<file path="config.mk">
export PLATFORM = sky130hd
export DESIGN_NAME = keypad_integer_calculator
export DESIGN_NICKNAME = d
export VERILOG_FILES = /design/src/sv/kic_pkg.sv /design/src/sv/kic_datapath.sv /design/src/sv/kic_control.sv /design/src/sv/keypad_integer_calculator.sv
export SDC_FILE = /design/constraint.sdc
export NUM_CORES = 2
export LEC_CHECK = 0
export BUFFER_PORTS_ARGS = -buffer_cell sky130_fd_sc_hd__buf_2
export CORE_UTILIZATION = 46
export DETAILED_ROUTE_END_ITERATION = 7
export GPL_ROUTABILITY_DRIVEN = 0
export PLACE_DENSITY_LB_ADDON = 0.25
export SLEW_MARGIN = 15
export SYNTH_ARGS = -nofsm -noshare
export SYNTH_HDL_FRONTEND = slang
export SYNTH_HIERARCHICAL = 1
export SYNTH_SLANG_ARGS = --single-unit
</file>
<file path="constraint.sdc">
create_clock -name clk -period 9.3 [get_ports clk]
set_clock_uncertainty 0.1 [all_clocks]
set_input_delay 0.465 -clock clk [delete_from_list [all_inputs] [get_ports clk]]
set_output_delay 0.465 -clock clk [all_outputs]
set_load 0.02 [all_outputs]
</file>
<file path="src/sv/kic_pkg.sv">
package kic_pkg;

  localparam int DISPLAY_CHARS_DEF = 12;
  localparam int OUT_CHARS = 12;

  localparam logic [3:0] CODE_MINUS = 4'd10;
  localparam logic [3:0] CODE_BLANK = 4'd15;

  typedef enum logic [3:0] {
    CMD_DIGIT  = 4'd0,
    CMD_CLEAR  = 4'd1,
    CMD_BACK   = 4'd2,
    CMD_NEGATE = 4'd3,
    CMD_POINT  = 4'd4,
    CMD_ADD    = 4'd5,
    CMD_SUB    = 4'd6,
    CMD_MUL    = 4'd7,
    CMD_DIV    = 4'd8,
    CMD_REM    = 4'd9,
    CMD_EQUALS = 4'd10
  } cmd_t;

  localparam logic [2:0] OP_NONE = 3'd0;
  localparam logic [2:0] OP_ADD  = 3'd1;
  localparam logic [2:0] OP_SUB  = 3'd2;
  localparam logic [2:0] OP_MUL  = 3'd3;
  localparam logic [2:0] OP_DIV  = 3'd4;
  localparam logic [2:0] OP_REM  = 3'd5;

  typedef enum logic [3:0] {
    ST_IDLE,
    ST_KEY,
    ST_PARSE,
    ST_ARITH,
    ST_ARITH_WAIT,
    ST_CONV,
    ST_CONV_WAIT,
    ST_WRITE,
    ST_FINISH,
    ST_OUT
  } state_t;

  typedef struct packed {
    logic key;
    logic parse_start;
    logic parse_step;
    logic arith_start;
    logic arith_step;
    logic conv_start;
    logic conv_step;
    logic write_step;
    logic finish;
    logic out_load;
  } ctl_t;

  typedef struct packed {
    logic need_eval;
    logic parse_done;
    logic arith_done;
    logic conv_done;
    logic write_done;
  } sts_t;

endpackage

</file>
<file path="src/sv/kic_datapath.sv">
module kic_datapath #(
  parameter int DISPLAY_CHARS = kic_pkg::DISPLAY_CHARS_DEF
) (
  input  logic               clk,
  input  logic [3:0]         cmd_in,
  input  logic [3:0]         dig_in,
  input  kic_pkg::ctl_t      ctl,
  output kic_pkg::sts_t      sts,
  input  logic               rst,
  output logic [47:0]        o_codes,
  output logic [3:0]         o_len,
  output logic signed [63:0] o_held,
  output logic [2:0]         o_op,
  output logic               o_fresh
);
  localparam int IW = $clog2(DISPLAY_CHARS + 1);
  localparam int CW = $clog2(DISPLAY_CHARS);
  localparam int BW = 4 * DISPLAY_CHARS;
  localparam logic [63:0] DEC_LIMIT = 64'd10 ** DISPLAY_CHARS;

  logic [3:0]  chars [DISPLAY_CHARS];
  logic [IW-1:0] count;
  logic [63:0] prev;
  logic [2:0]  opw;
  logic        fresh;

  logic [3:0]  cmd;

  logic [IW-1:0] idx;
  logic          pneg;
  logic [63:0]   acc;
  logic [63:0]   bval;

  logic [63:0] res;
  logic [63:0] dq;
  logic [63:0] drem;
  logic [63:0] dden;
  logic [6:0]  dcnt;
  logic        na;
  logic        nb;
  logic [63:0] mulp;
  logic [63:0] mcand;
  logic [63:0] mplier;

  logic [63:0] cmag;
  logic [63:0] rmag;
  logic        cneg;
  logic        cbig;
  logic [6:0]  ccnt;
  logic [BW-1:0] bcd;
  logic [BW-1:0] bcd_adj;
  logic [BW-1:0] bcd_next;
  logic [IW-1:0] t;
  logic [IW-1:0] wi;
  logic [IW-1:0] wd;

  logic is_op;
  logic [64:0] dsub;

  function automatic logic [BW-1:0] bcd_adjust(logic [BW-1:0] b);
    logic [BW-1:0] r;
    r = b;
    for (int k = 0; k < DISPLAY_CHARS; k++)
      if (b[4*k +: 4] >= 4'd5) r[4*k +: 4] = b[4*k +: 4] + 4'd3;
    return r;
  endfunction

  function automatic logic [IW-1:0] digit_count(logic [BW-1:0] b, logic wide);
    logic [IW-1:0] n;
    n = IW'(1);
    for (int k = 1; k < DISPLAY_CHARS; k++)
      if (b[4*k +: 4] != 4'd0) n = IW'(k + 1);
    return wide ? IW'(DISPLAY_CHARS) : n;
  endfunction

  assign is_op = (cmd >= kic_pkg::CMD_ADD) && (cmd <= kic_pkg::CMD_REM);
  assign sts.need_eval = (is_op && !fresh && opw != kic_pkg::OP_NONE) ||
                         (cmd == kic_pkg::CMD_EQUALS && opw != kic_pkg::OP_NONE);
  assign sts.parse_done = !(idx < count && idx < IW'(DISPLAY_CHARS) && chars[idx] <= 4'd9);
  assign sts.arith_done = (dcnt == 7'd0);
  assign sts.conv_done = (ccnt == 7'd0);
  assign sts.write_done = !(t != '0 && wi < IW'(DISPLAY_CHARS));

  assign dsub = {1'b0, drem[62:0], dq[63]} - {1'b0, dden};
  assign rmag = res[63] ? 64'd0 - res : res;
  assign bcd_adj = bcd_adjust(bcd);
  assign bcd_next = {bcd_adj[BW-2:0], cmag[63]};
  assign wd = t - IW'(1);

  always_comb begin
    unique case (opw)
      kic_pkg::OP_ADD: res = prev + bval;
      kic_pkg::OP_SUB: res = prev - bval;
      kic_pkg::OP_MUL: res = mulp;
      kic_pkg::OP_DIV: res = (bval == 0) ? 64'd0 : ((na != nb) ? 64'd0 - dq : dq);
      kic_pkg::OP_REM: res = (bval == 0) ? 64'd0 : (na ? 64'd0 - drem : drem);
      default:         res = bval;
    endcase
  end

  always_ff @(posedge clk) begin
    if (rst) begin
      for (int i = 0; i < DISPLAY_CHARS; i++) chars[i] <= 4'd0;
      count <= IW'(1);
      prev <= '0;
      opw <= kic_pkg::OP_NONE;
      fresh <= 1'b1;
    end else begin
      if (ctl.key) begin
        cmd <= cmd_in;
      end
      if (ctl.parse_start) begin
        acc <= '0;
        if (count != '0 && chars[0] == kic_pkg::CODE_MINUS) begin
          pneg <= 1'b1;
          idx <= IW'(1);
        end else begin
          pneg <= 1'b0;
          idx <= '0;
        end
      end
      if (ctl.parse_step) begin
        acc <= (acc << 3) + (acc << 1) + 64'(chars[idx]);
        idx <= idx + IW'(1);
      end
      if (ctl.arith_start) begin
        bval <= pneg ? 64'd0 - acc : acc;
        na <= prev[63];
        dq <= prev[63] ? 64'd0 - prev : prev;
        drem <= '0;
        dden <= '0;
        dcnt <= 7'd65;
      end
      if (ctl.arith_step) begin
        if (dcnt == 7'd65) begin
          dden <= bval[63] ? 64'd0 - bval : bval;
          nb <= bval[63];
          mcand <= prev;
          mplier <= bval;
          mulp <= '0;
          dcnt <= 7'd64;
        end else begin
          if (!dsub[64]) begin
            drem <= dsub[63:0];
            dq <= {dq[62:0], 1'b1};
          end else begin
            drem <= {drem[62:0], dq[63]};
            dq <= {dq[62:0], 1'b0};
          end
          if (mplier[0]) mulp <= mulp + mcand;
          mcand <= {mcand[62:0], 1'b0};
          mplier <= {1'b0, mplier[63:1]};
          dcnt <= dcnt - 7'd1;
        end
      end
      if (ctl.conv_start) begin
        cneg <= res[63];
        cmag <= rmag;
        cbig <= (rmag >= DEC_LIMIT);
        bcd <= '0;
        ccnt <= 7'd64;
        t <= IW'(1);
        if (cmd != kic_pkg::CMD_EQUALS) begin
          prev <= res;
        end
        wi <= '0;
      end
      if (ctl.conv_step) begin
        bcd <= bcd_next;
        cmag <= {cmag[62:0], 1'b0};
        t <= digit_count(bcd_next, cbig);
        ccnt <= ccnt - 7'd1;
      end
      if (ctl.write_step) begin
        if (wi == '0 && cneg) begin
          chars[0] <= kic_pkg::CODE_MINUS;
          cneg <= 1'b0;
          wi <= IW'(1);
        end else begin
          chars[wi[CW-1:0]] <= bcd[{wd, 2'b00} +: 4];
          t <= t - IW'(1);
          wi <= wi + IW'(1);
        end
      end
      if (ctl.finish) begin
        if (is_op) begin
          if (!sts.need_eval)
            prev <= pneg ? 64'd0 - acc : acc;
          opw <= 3'(cmd - kic_pkg::CMD_POINT);
          fresh <= 1'b1;
        end
        if (cmd == kic_pkg::CMD_EQUALS && sts.need_eval) begin
          prev <= '0;
          opw <= kic_pkg::OP_NONE;
          fresh <= 1'b1;
        end
        if (sts.need_eval)
          count <= wi;
      end
      if (ctl.key && !ctl.finish) begin
        priority case (cmd_in)
          kic_pkg::CMD_DIGIT: begin
            if (dig_in <= 4'd9) begin
              if (fresh) begin
                chars[0] <= dig_in;
                count <= IW'(1);
                fresh <= 1'b0;
              end else if (count == IW'(1) && chars[0] == 4'd0) begin
                chars[0] <= dig_in;
              end else if (count < IW'(DISPLAY_CHARS)) begin
                chars[count[CW-1:0]] <= dig_in;
                count <= count + IW'(1);
              end
            end
          end
          kic_pkg::CMD_CLEAR: begin
            chars[0] <= 4'd0;
            count <= IW'(1);
            prev <= '0;
            opw <= kic_pkg::OP_NONE;
            fresh <= 1'b1;
          end
          kic_pkg::CMD_BACK: begin
            if (count > IW'(1)) begin
              count <= count - IW'(1);
            end else begin
              chars[0] <= 4'd0;
              count <= IW'(1);
            end
          end
          kic_pkg::CMD_NEGATE: begin
            if (count != '0 && chars[0] == kic_pkg::CODE_MINUS) begin
              for (int i = 0; i < DISPLAY_CHARS - 1; i++)
                if (IW'(i + 1) < count) chars[i] <= chars[i + 1];
              count <= count - IW'(1);
            end else if (!(count == IW'(1) && chars[0] == 4'd0) &&
                         count < IW'(DISPLAY_CHARS)) begin
              for (int i = 1; i < DISPLAY_CHARS; i++)
                if (IW'(i) <= count) chars[i] <= chars[i - 1];
              chars[0] <= kic_pkg::CODE_MINUS;
              count <= count + IW'(1);
            end
          end
          default: begin
          end
        endcase
      end
      if (ctl.out_load) begin
        for (int i = 0; i < kic_pkg::OUT_CHARS; i++)
          o_codes[4*i +: 4] <= (i < DISPLAY_CHARS && IW'(i) < count) ? chars[i]
                               : kic_pkg::CODE_BLANK;
        o_len <= 4'(count);
        o_held <= prev;
        o_op <= opw;
        o_fresh <= fresh;
      end
    end
  end
endmodule

</file>
<file path="src/sv/kic_control.sv">
module kic_control (
  input  logic           clk,
  input  logic           rst,
  input  logic           in_valid,
  output logic           in_ready,
  output logic           out_valid,
  input  logic           out_ready,
  output kic_pkg::ctl_t  ctl,
  input  kic_pkg::sts_t  sts
);
  kic_pkg::state_t state, state_next;
  logic ovalid, ovalid_next;

  assign in_ready = (state == kic_pkg::ST_IDLE);
  assign out_valid = ovalid;

  always_comb begin
    state_next = state;
    unique case (state)
      kic_pkg::ST_IDLE:   if (in_valid) state_next = kic_pkg::ST_KEY;
      kic_pkg::ST_KEY:    state_next = kic_pkg::ST_PARSE;
      kic_pkg::ST_PARSE:  if (sts.parse_done) state_next = kic_pkg::ST_ARITH;
      kic_pkg::ST_ARITH:  state_next = sts.need_eval ? kic_pkg::ST_ARITH_WAIT
                                                     : kic_pkg::ST_FINISH;
      kic_pkg::ST_ARITH_WAIT: if (sts.arith_done) state_next = kic_pkg::ST_CONV;
      kic_pkg::ST_CONV:   state_next = kic_pkg::ST_CONV_WAIT;
      kic_pkg::ST_CONV_WAIT: if (sts.conv_done) state_next = kic_pkg::ST_WRITE;
      kic_pkg::ST_WRITE:  if (sts.write_done) state_next = kic_pkg::ST_FINISH;
      kic_pkg::ST_FINISH: state_next = kic_pkg::ST_OUT;
      kic_pkg::ST_OUT:    if (!ovalid || out_ready) state_next = kic_pkg::ST_IDLE;
      default:            state_next = kic_pkg::ST_IDLE;
    endcase
  end

  always_comb begin
    ctl = '0;
    ovalid_next = ovalid && !out_ready;
    unique case (state)
      kic_pkg::ST_IDLE:       ctl.key = in_valid;
      kic_pkg::ST_KEY:        ctl.parse_start = 1'b1;
      kic_pkg::ST_PARSE:      ctl.parse_step = !sts.parse_done;
      kic_pkg::ST_ARITH:      ctl.arith_start = 1'b1;
      kic_pkg::ST_ARITH_WAIT: ctl.arith_step = !sts.arith_done;
      kic_pkg::ST_CONV:       ctl.conv_start = 1'b1;
      kic_pkg::ST_CONV_WAIT:  ctl.conv_step = !sts.conv_done;
      kic_pkg::ST_WRITE:      ctl.write_step = !sts.write_done;
      kic_pkg::ST_FINISH:     ctl.finish = 1'b1;
      kic_pkg::ST_OUT: begin
        if (!ovalid || out_ready) begin
          ctl.out_load = 1'b1;
          ovalid_next = 1'b1;
        end
      end
      default: begin
      end
    endcase
  end

  always_ff @(posedge clk) begin
    if (rst) begin
      state <= kic_pkg::ST_IDLE;
      ovalid <= 1'b0;
    end else begin
      state <= state_next;
      ovalid <= ovalid_next;
    end
  end
endmodule

</file>
<file path="src/sv/keypad_integer_calculator.sv">
// Takes one key press per word and returns one display snapshot per word; the next
// key is taken only after the snapshot has been loaded into the output register. A
// key that applies a waiting operator runs the shared shift-and-subtract divider
// and shift-and-add multiplier, then binary to decimal conversion and write-back
// of the result digits; the two 64-step loops dominate its run time. A snapshot
// not yet taken holds the next one in the output stage.
module keypad_integer_calculator #(
  parameter int DISPLAY_CHARS = kic_pkg::DISPLAY_CHARS_DEF
) (
  input  logic               clk,
  input  logic               rst,
  input  logic               in_valid,
  output logic               in_ready,
  input  logic [3:0]         command,
  input  logic [3:0]         digit,
  output logic               out_valid,
  input  logic               out_ready,
  output logic [47:0]        display_codes,
  output logic [3:0]         display_length,
  output logic signed [63:0] held_value,
  output logic [2:0]         pending_operator,
  output logic               entry_fresh
);
  kic_pkg::ctl_t ctl;
  kic_pkg::sts_t sts;

  kic_control u_ctrl (
    .clk(clk), .rst(rst), .in_valid(in_valid), .in_ready(in_ready),
    .out_valid(out_valid), .out_ready(out_ready),
    .ctl(ctl), .sts(sts)
  );

  kic_datapath #(.DISPLAY_CHARS(DISPLAY_CHARS)) u_dp (
    .clk(clk), .cmd_in(command), .dig_in(digit), .ctl(ctl), .sts(sts),
    .rst(rst), .o_codes(display_codes), .o_len(display_length),
    .o_held(held_value), .o_op(pending_operator), .o_fresh(entry_fresh)
  );
endmodule
</file>
Word level (Yosys, flattened, before mapping)
Memories as Yosys holds them, arrays and structs flattened. A register that Yosys moved wholly into a read port is not among the register bits. Index checks and enable logic that the tools add are counted.

Flip-flop bits (word level): 856. RAM bits: 48. Bits of input ports: 12. Output and inout port bits: 122. Logic and storage cells: 595. Memories kept: 1.

Add/sub/neg operators: 32. Magnitude comparators: 45. Eq/ne operators: 29. Shifts and indexed selects: 1. Multiplexer cells: 348. Bitwise gates (word level): 29. Reductions and logical operators: 64.

Memories: u_dp.chars (depth 12, bits a word 4, read ports 13, clocked after memory_dff 1, write ports 12, RTL line kic_datapath.sv:21) `logic [3:0] chars [DISPLAY_CHARS];`.

Operators by type and width (count): $mux W64 (32); $sub A1 B64 Y64 const A (6); $pmux W64 S5 (1); $mux W4 (76); $mux W1 (216); $add A64 B64 Y64 (3); $mux W48 (2); $sub A64 B64 Y65 (1); $add A64 B4 Y64 (1); $ge A64 B40 Y1 const B (1); $logic_not A64 Y1 (1); $sub A64 B64 Y64 (1); $mux W63 (1); $ge A4 B3 Y1 const B (13); $reduce_bool A4 Y1 (13); $shiftx A48 B7 Y4 (1); $add A4 B2 Y4 const B (11); $pmux W4 S10 (1); $mux W7 (5); $mux W3 (10); $or A1 B1 Y1 (28); $reduce_and A2 Y1 (10); $eq A4 B2 Y1 const B (4); $eq A4 B3 Y1 const B (4); other kinds (41) (106).

Longest topological paths before layout
Depth in word-level cells: 18. Depth in mapped cells: 36. Mapped depth without buffers: 32.

By module
The synthesis kept the hierarchy.

By module, submodules not included: kic_datapath (times used 1, cells an instance 7653, area an instance 68293.0 um^2); kic_control (times used 1, cells an instance 56, area an instance 446.7 um^2).

Worst setup path before layout
Ideal clock, no wire load.

Path type: flip-flop to flip-flop. Start: register u_dp.dcnt[0]. End: register u_dp.mulp[0], enable pin. Data arrival time: 8.896 ns. Data required time: 8.774 ns. Slack: -0.122 ns. Cell stages (with the launch flop): 7. Period minus slack after synthesis: 9.422 ns. Cell sequence: edfxtp_1 > inv_1 > ha_1 > and3b_1 > nor4_1 > nor2b_1 > o21a_1.

RTL lines: start, declared (RTL line kic_datapath.sv:38) `logic [6:0] dcnt;`; start signal, assigned (RTL line kic_datapath.sv:153) `dcnt <= dcnt - 7'd1;`; end signal, assigned (RTL line kic_datapath.sv:150) `if (mplier[0]) mulp <= mulp + mcand;`; end, declared (RTL line kic_datapath.sv:41) `logic [63:0] mulp;`.

Worst setup path in the final report
Start: register u_dp.bval[0]. End: register u_dp.cbig (data pin).

Word-level cells in the longest chain between the ends: 6.

RTL lines: start, declared (RTL line kic_datapath.sv:32) `logic [63:0] bval;`; start signal, assigned (RTL line kic_datapath.sv:127) `bval <= pneg ? 64'd0 - acc : acc;`; branches (longest 2 deep; another with $sub A64 B64 Y64); $pmux W64 S5 (*) (RTL line kic_datapath.sv:91) `unique case (opw)`; $sub A1 B64 Y64 (RTL line kic_datapath.sv:85) `assign rmag = res[63] ? 64'd0 - res : res;`; $mux W64 (*) (RTL line kic_datapath.sv:85); $ge A64 B40 Y1 (*) (RTL line kic_datapath.sv:159) `cbig <= (rmag >= DEC_LIMIT);`; end signal, assigned (RTL line kic_datapath.sv:159); end, declared (RTL line kic_datapath.sv:48) `logic cbig;`.

Mark *: on every way between the ends. A chain may end at the register's enable or synchronous reset.

==> flow_summary_export.csv <==
group,metric,value,unit
run,max_capacitance_violation_count,0,
logic_synthesis,register_bit_count_reported_by_yosys,924,
routing,routed_wirelength,237.5,mm
sta,sum_neg_setup_slack,0,ns
sta,maxClockFrequency,0.1106,GHz
setup_path,timing.critical_path.mode_cell,"sky130_fd_sc_hd__or3_1",
floorplan,die-area,151000,um2
routing,drt_first_iter_violations,8812,
sta,max_slew_violation_count,0,
setup_path,data_required_time_of_the_critical_path,9.71,ns
setup_path,worst_setup_path_end_kind,"register",
clock_tree,root_buffer,"sky130_fd_sc_hd__clkbuf_16",
clock_tree,clock-sinks,924,
cells_and_area,final_cell_area,75080,um2
sta,worst_pin_slew,1.252,ns
logic_synthesis,ys_flop_type,"sky130_fd_sc_hd__edfxtp_1",
global_routing,grt.total_usage,0.3037,
power,power_per_cell_area,155.3,nW/um2
floorplan,io_pins,134,
clock_tree,clk_pin_slew,0.06,ns
logic_synthesis,synth_enable_flop_cells,843,
placed_design,dp_hpwl,175.1,mm
global_routing,maximum_number_of_pins_on_one_net_before_global_route_repair,127,
sta,relSlewSlack,0.1632,
clock_tree,ctsHtreeMaxLevel,3,
cells_and_area,signed_area_change_from_the_synthesized_netlist_to_the_final_layout,9.218,%
logic_synthesis,ys_seq_area_frac,0.3919,
clock_tree,clkLatencyLatePin,0.77,ns
setup_path,sum_of_buffers_and_inverters_on_the_critical_path,6,
setup_path,cp_max_stage_cell,"sky130_fd_sc_hd__or3b_2",
global_routing,first_global_vias,56600,
routing,post_drt_via_cell_ratio,6.414,
routing,drt-wirelength-per-cell,24.54,um
sta,setup_violations,0,
logic_synthesis,yosys.cell_types.count,109,
power,cellLeakagePower,28.64,nW
sta,finalHoldViolCount,0,
routing,firstDrtPassIters,8,
setup_path,worst_ep_arrival_time,9.45,ns
floorplan,die_height,388.6,um
outcome,run_status,"complete, but fails checks",
placed_design,port-buffer-count,133,
setup_path,crit_fanout,15,
clock_tree,cts_tree,"done",
placed_design,place_area,71420,um2
sta,min_period_over_period,0.9720,
setup_path,setup.worst_path.start_class,"register",
routing,overall_via_count_from_detail_route,62090,
setup_path,peak_per_stage_delay_on_the_critical_path,0.51,ns
global_routing,grt.overflow.total,0,
floorplan,core_region_area,148000,um2
floorplan,rows,141,
logic_synthesis,post_synth_instance_area,68740,um2
global_routing,first_pass_grt_wire_length,353.1,mm
routing,ant_nets,0,
global_routing,antenna_violations_before_repair,13,
routing,post-route-drc-count,39,
floorplan,start_util,0.4644,
floorplan,floorplan.die.width,388.6,um
sta,finalCriticalPeriod,9.040,ns
cells_and_area,final_core_occ,0.5072,
cells_and_area,nets,8037,
clock_tree,numCtsBuffers,104,
logic_synthesis,synth_fp_nets,8093,
clock_tree,cts-root-to-sink-buffers,3,
hold_path,hold_path_class,"in -> reg",
logic_synthesis,synthesis.yosys.warnings,6,
logic_synthesis,syn_area_per_cell,8.917,um2
setup_path,timing.critical_path.max_delay_family,"simple AND/OR/NAND/NOR gates",
cells_and_area,fraction_of_final_layout_cells_with_drive_strength_greater_than_1,0.08330,
logic_synthesis,synth-async-reset-ratio,0,
setup_path,worst-setup-path-type,"reg -> reg",
logic_synthesis,syn-instance-count,7709,
power,peakVddDrop,191.7,uV
outcome,violations,"design-rule violations",
-- metrics by stage --
step / setup WS, ns / hold slack (ns) / power, mW / cells
3_3_place_gp: 0.1712 / 0.3939 / 7.282 / 9470
5_1_grt: -0.03938 / 0.07750 / 12.11 / 9673
6_report: 0.2605 / 0.06158 / 11.66 / 9679
2_1_floorplan: 1.023 / 0.3064 / 6.687 / 7709
3_5_place_dp: 0.1319 / 0.3990 / 7.329 / 9470
4_1_cts: 0.1597 / 0.03036 / 11.66 / 9670
-- layout by cell type, fill, tap and decap left out, types with 47 or more instances in the layout --
| cell type | n |
|---|---|
| sky130_fd_sc_hd__clkbuf_16 | 109 |
| sky130_fd_sc_hd__o21ai_0 | 592 |
| sky130_fd_sc_hd__mux2i_1 | 75 |
| sky130_fd_sc_hd__xor2_1 | 327 |
| sky130_fd_sc_hd__a211oi_1 | 70 |
| sky130_fd_sc_hd__o211ai_1 | 47 |
| sky130_fd_sc_hd__a21o_1 | 140 |
| sky130_fd_sc_hd__edfxtp_1 | 843 |
| sky130_fd_sc_hd__inv_1 | 226 |
| sky130_fd_sc_hd__o21a_1 | 53 |
| sky130_fd_sc_hd__nand4_1 | 60 |
| sky130_fd_sc_hd__nand3_1 | 148 |
| sky130_fd_sc_hd__nor2_1 | 669 |
| sky130_fd_sc_hd__dfxtp_1 | 79 |
| sky130_fd_sc_hd__nor3_1 | 144 |
| sky130_fd_sc_hd__nand3b_1 | 89 |
| sky130_fd_sc_hd__and3_1 | 60 |
| sky130_fd_sc_hd__nand2b_1 | 135 |
| sky130_fd_sc_hd__nor4_1 | 57 |
| sky130_fd_sc_hd__xnor2_1 | 280 |
| sky130_fd_sc_hd__o31ai_1 | 100 |
| sky130_fd_sc_hd__ha_1 | 367 |
| sky130_fd_sc_hd__buf_2 | 133 |
| sky130_fd_sc_hd__nand2_1 | 1046 |
| sky130_fd_sc_hd__a21oi_1 | 542 |
| sky130_fd_sc_hd__a31oi_1 | 76 |
| sky130_fd_sc_hd__buf_4 | 144 |
| sky130_fd_sc_hd__or3_1 | 102 |
| sky130_fd_sc_hd__and2_1 | 49 |
| sky130_fd_sc_hd__nor2b_1 | 69 |
| sky130_fd_sc_hd__or4_1 | 55 |
-- final timing paths --
kind                    from                to  slack [ns]  cells after the start
max             u_dp/bval[0]         u_dp/cbig        0.26                     35
min                out_ready  u_ctrl/out_valid        0.06                      3
max reg2reg     u_dp/bval[0]         u_dp/cbig        0.26                     35
min reg2reg  u_dp/mplier[62]   u_dp/mplier[61]        0.40                      2
-- worst reg2reg max path, delay by kind of cell (launching register included) --
kind                     cells  cell delay, ns
flip-flops                   1            0.39
AO/OA/AOI/OAI               12            2.85
AND/OR/NAND/NOR             14            3.83
XOR/XNOR                     1            0.13
adder cells (fa/ha/maj)      2            0.49
buffers and inverters        6            1.01
-- synth_stat cells, types with 135 or more instances --
| library cell | n | area share |
|---|---|---|
| sky130_fd_sc_hd__a21oi_1 | 544 | 0.040 |
| sky130_fd_sc_hd__nand2_1 | 1049 | 0.057 |
| sky130_fd_sc_hd__ha_1 | 367 | 0.067 |
| sky130_fd_sc_hd__inv_1 | 227 | 0.012 |
| sky130_fd_sc_hd__nand3_1 | 150 | 0.011 |
| sky130_fd_sc_hd__nor3_1 | 147 | 0.011 |
| sky130_fd_sc_hd__clkbuf_1 | 389 | 0.021 |
| sky130_fd_sc_hd__o21ai_0 | 593 | 0.043 |
| sky130_fd_sc_hd__nand2b_1 | 135 | 0.012 |
| sky130_fd_sc_hd__a21o_1 | 141 | 0.015 |
| sky130_fd_sc_hd__edfxtp_1 | 843 | 0.37 |
| sky130_fd_sc_hd__nor2_1 | 674 | 0.037 |
| sky130_fd_sc_hd__xor2_1 | 328 | 0.042 |
| sky130_fd_sc_hd__xnor2_1 | 281 | 0.036 |
-- cell families after synthesis --
family,after synthesis,synth area share
buf+inv,677,0.03757
flops,924,0.3919
compound gates,2109,0.1961
mux,141,0.02708
fa+ha+maj,372,0.06826
xor+xnor,609,0.07760
simple gates,2877,0.2015
-- state kept, by name, indices dropped and copies added, names as in the netlist, 7 cells and up, named ones only --
signal	count
u_dp/mcand	64
u_dp/prev	64
u_dp/mplier	64
u_dp/o_codes	48
u_dp/dq	64
u_dp/dden	64
u_dp/acc	64
u_dp/ccnt	7
u_dp/dcnt	7
u_dp/bval	64
u_dp/o_held	64
u_dp/drem	64
u_dp/bcd	48
u_dp/mulp	64
u_dp/chars	64
u_dp/cmag	64
-- timing repair --
action / CTS / global route
hold endpoints to repair: 4 / 0
buffers inserted: 0 / 2
setup endpoints to repair: 0 / 1
hold buffers: 4 / 0
gates resized for setup: 0 / 3
-- routing by layer --
metal / track usage / vias to the layer above / share of wire
met5: 0 / - / 0.00038
met4: 0.09587 / 14 / 0.033
met3: 0.09030 / 494 / 0.13
met2: 0.4330 / 3547 / 0.41
met1: 0.4369 / 29700 / 0.42
li1: - / 28330 / -
-- power breakdown --
part           switching, mW  internal, mW  total, mW
sequential             0.286          4.75       5.04
clock                   1.86          2.48       4.33
combinational           1.40         0.892       2.29
total                   3.54          8.12       11.7
-- area by class of cell --
cell class / instances / area, um2
diodes: 6 / 15.01
inverters: 232 / 878.3
repair buffers: 283 / 1834
fillers: 13530 / 72940
well taps: 1930 / 2415
clock inverters: 61 / 671.9
multi-input cells: 6108 / 39450
clock buffers: 135 / 2875
flip-flops and latches: 924 / 26940
Power figures use the tool's default switching activity.
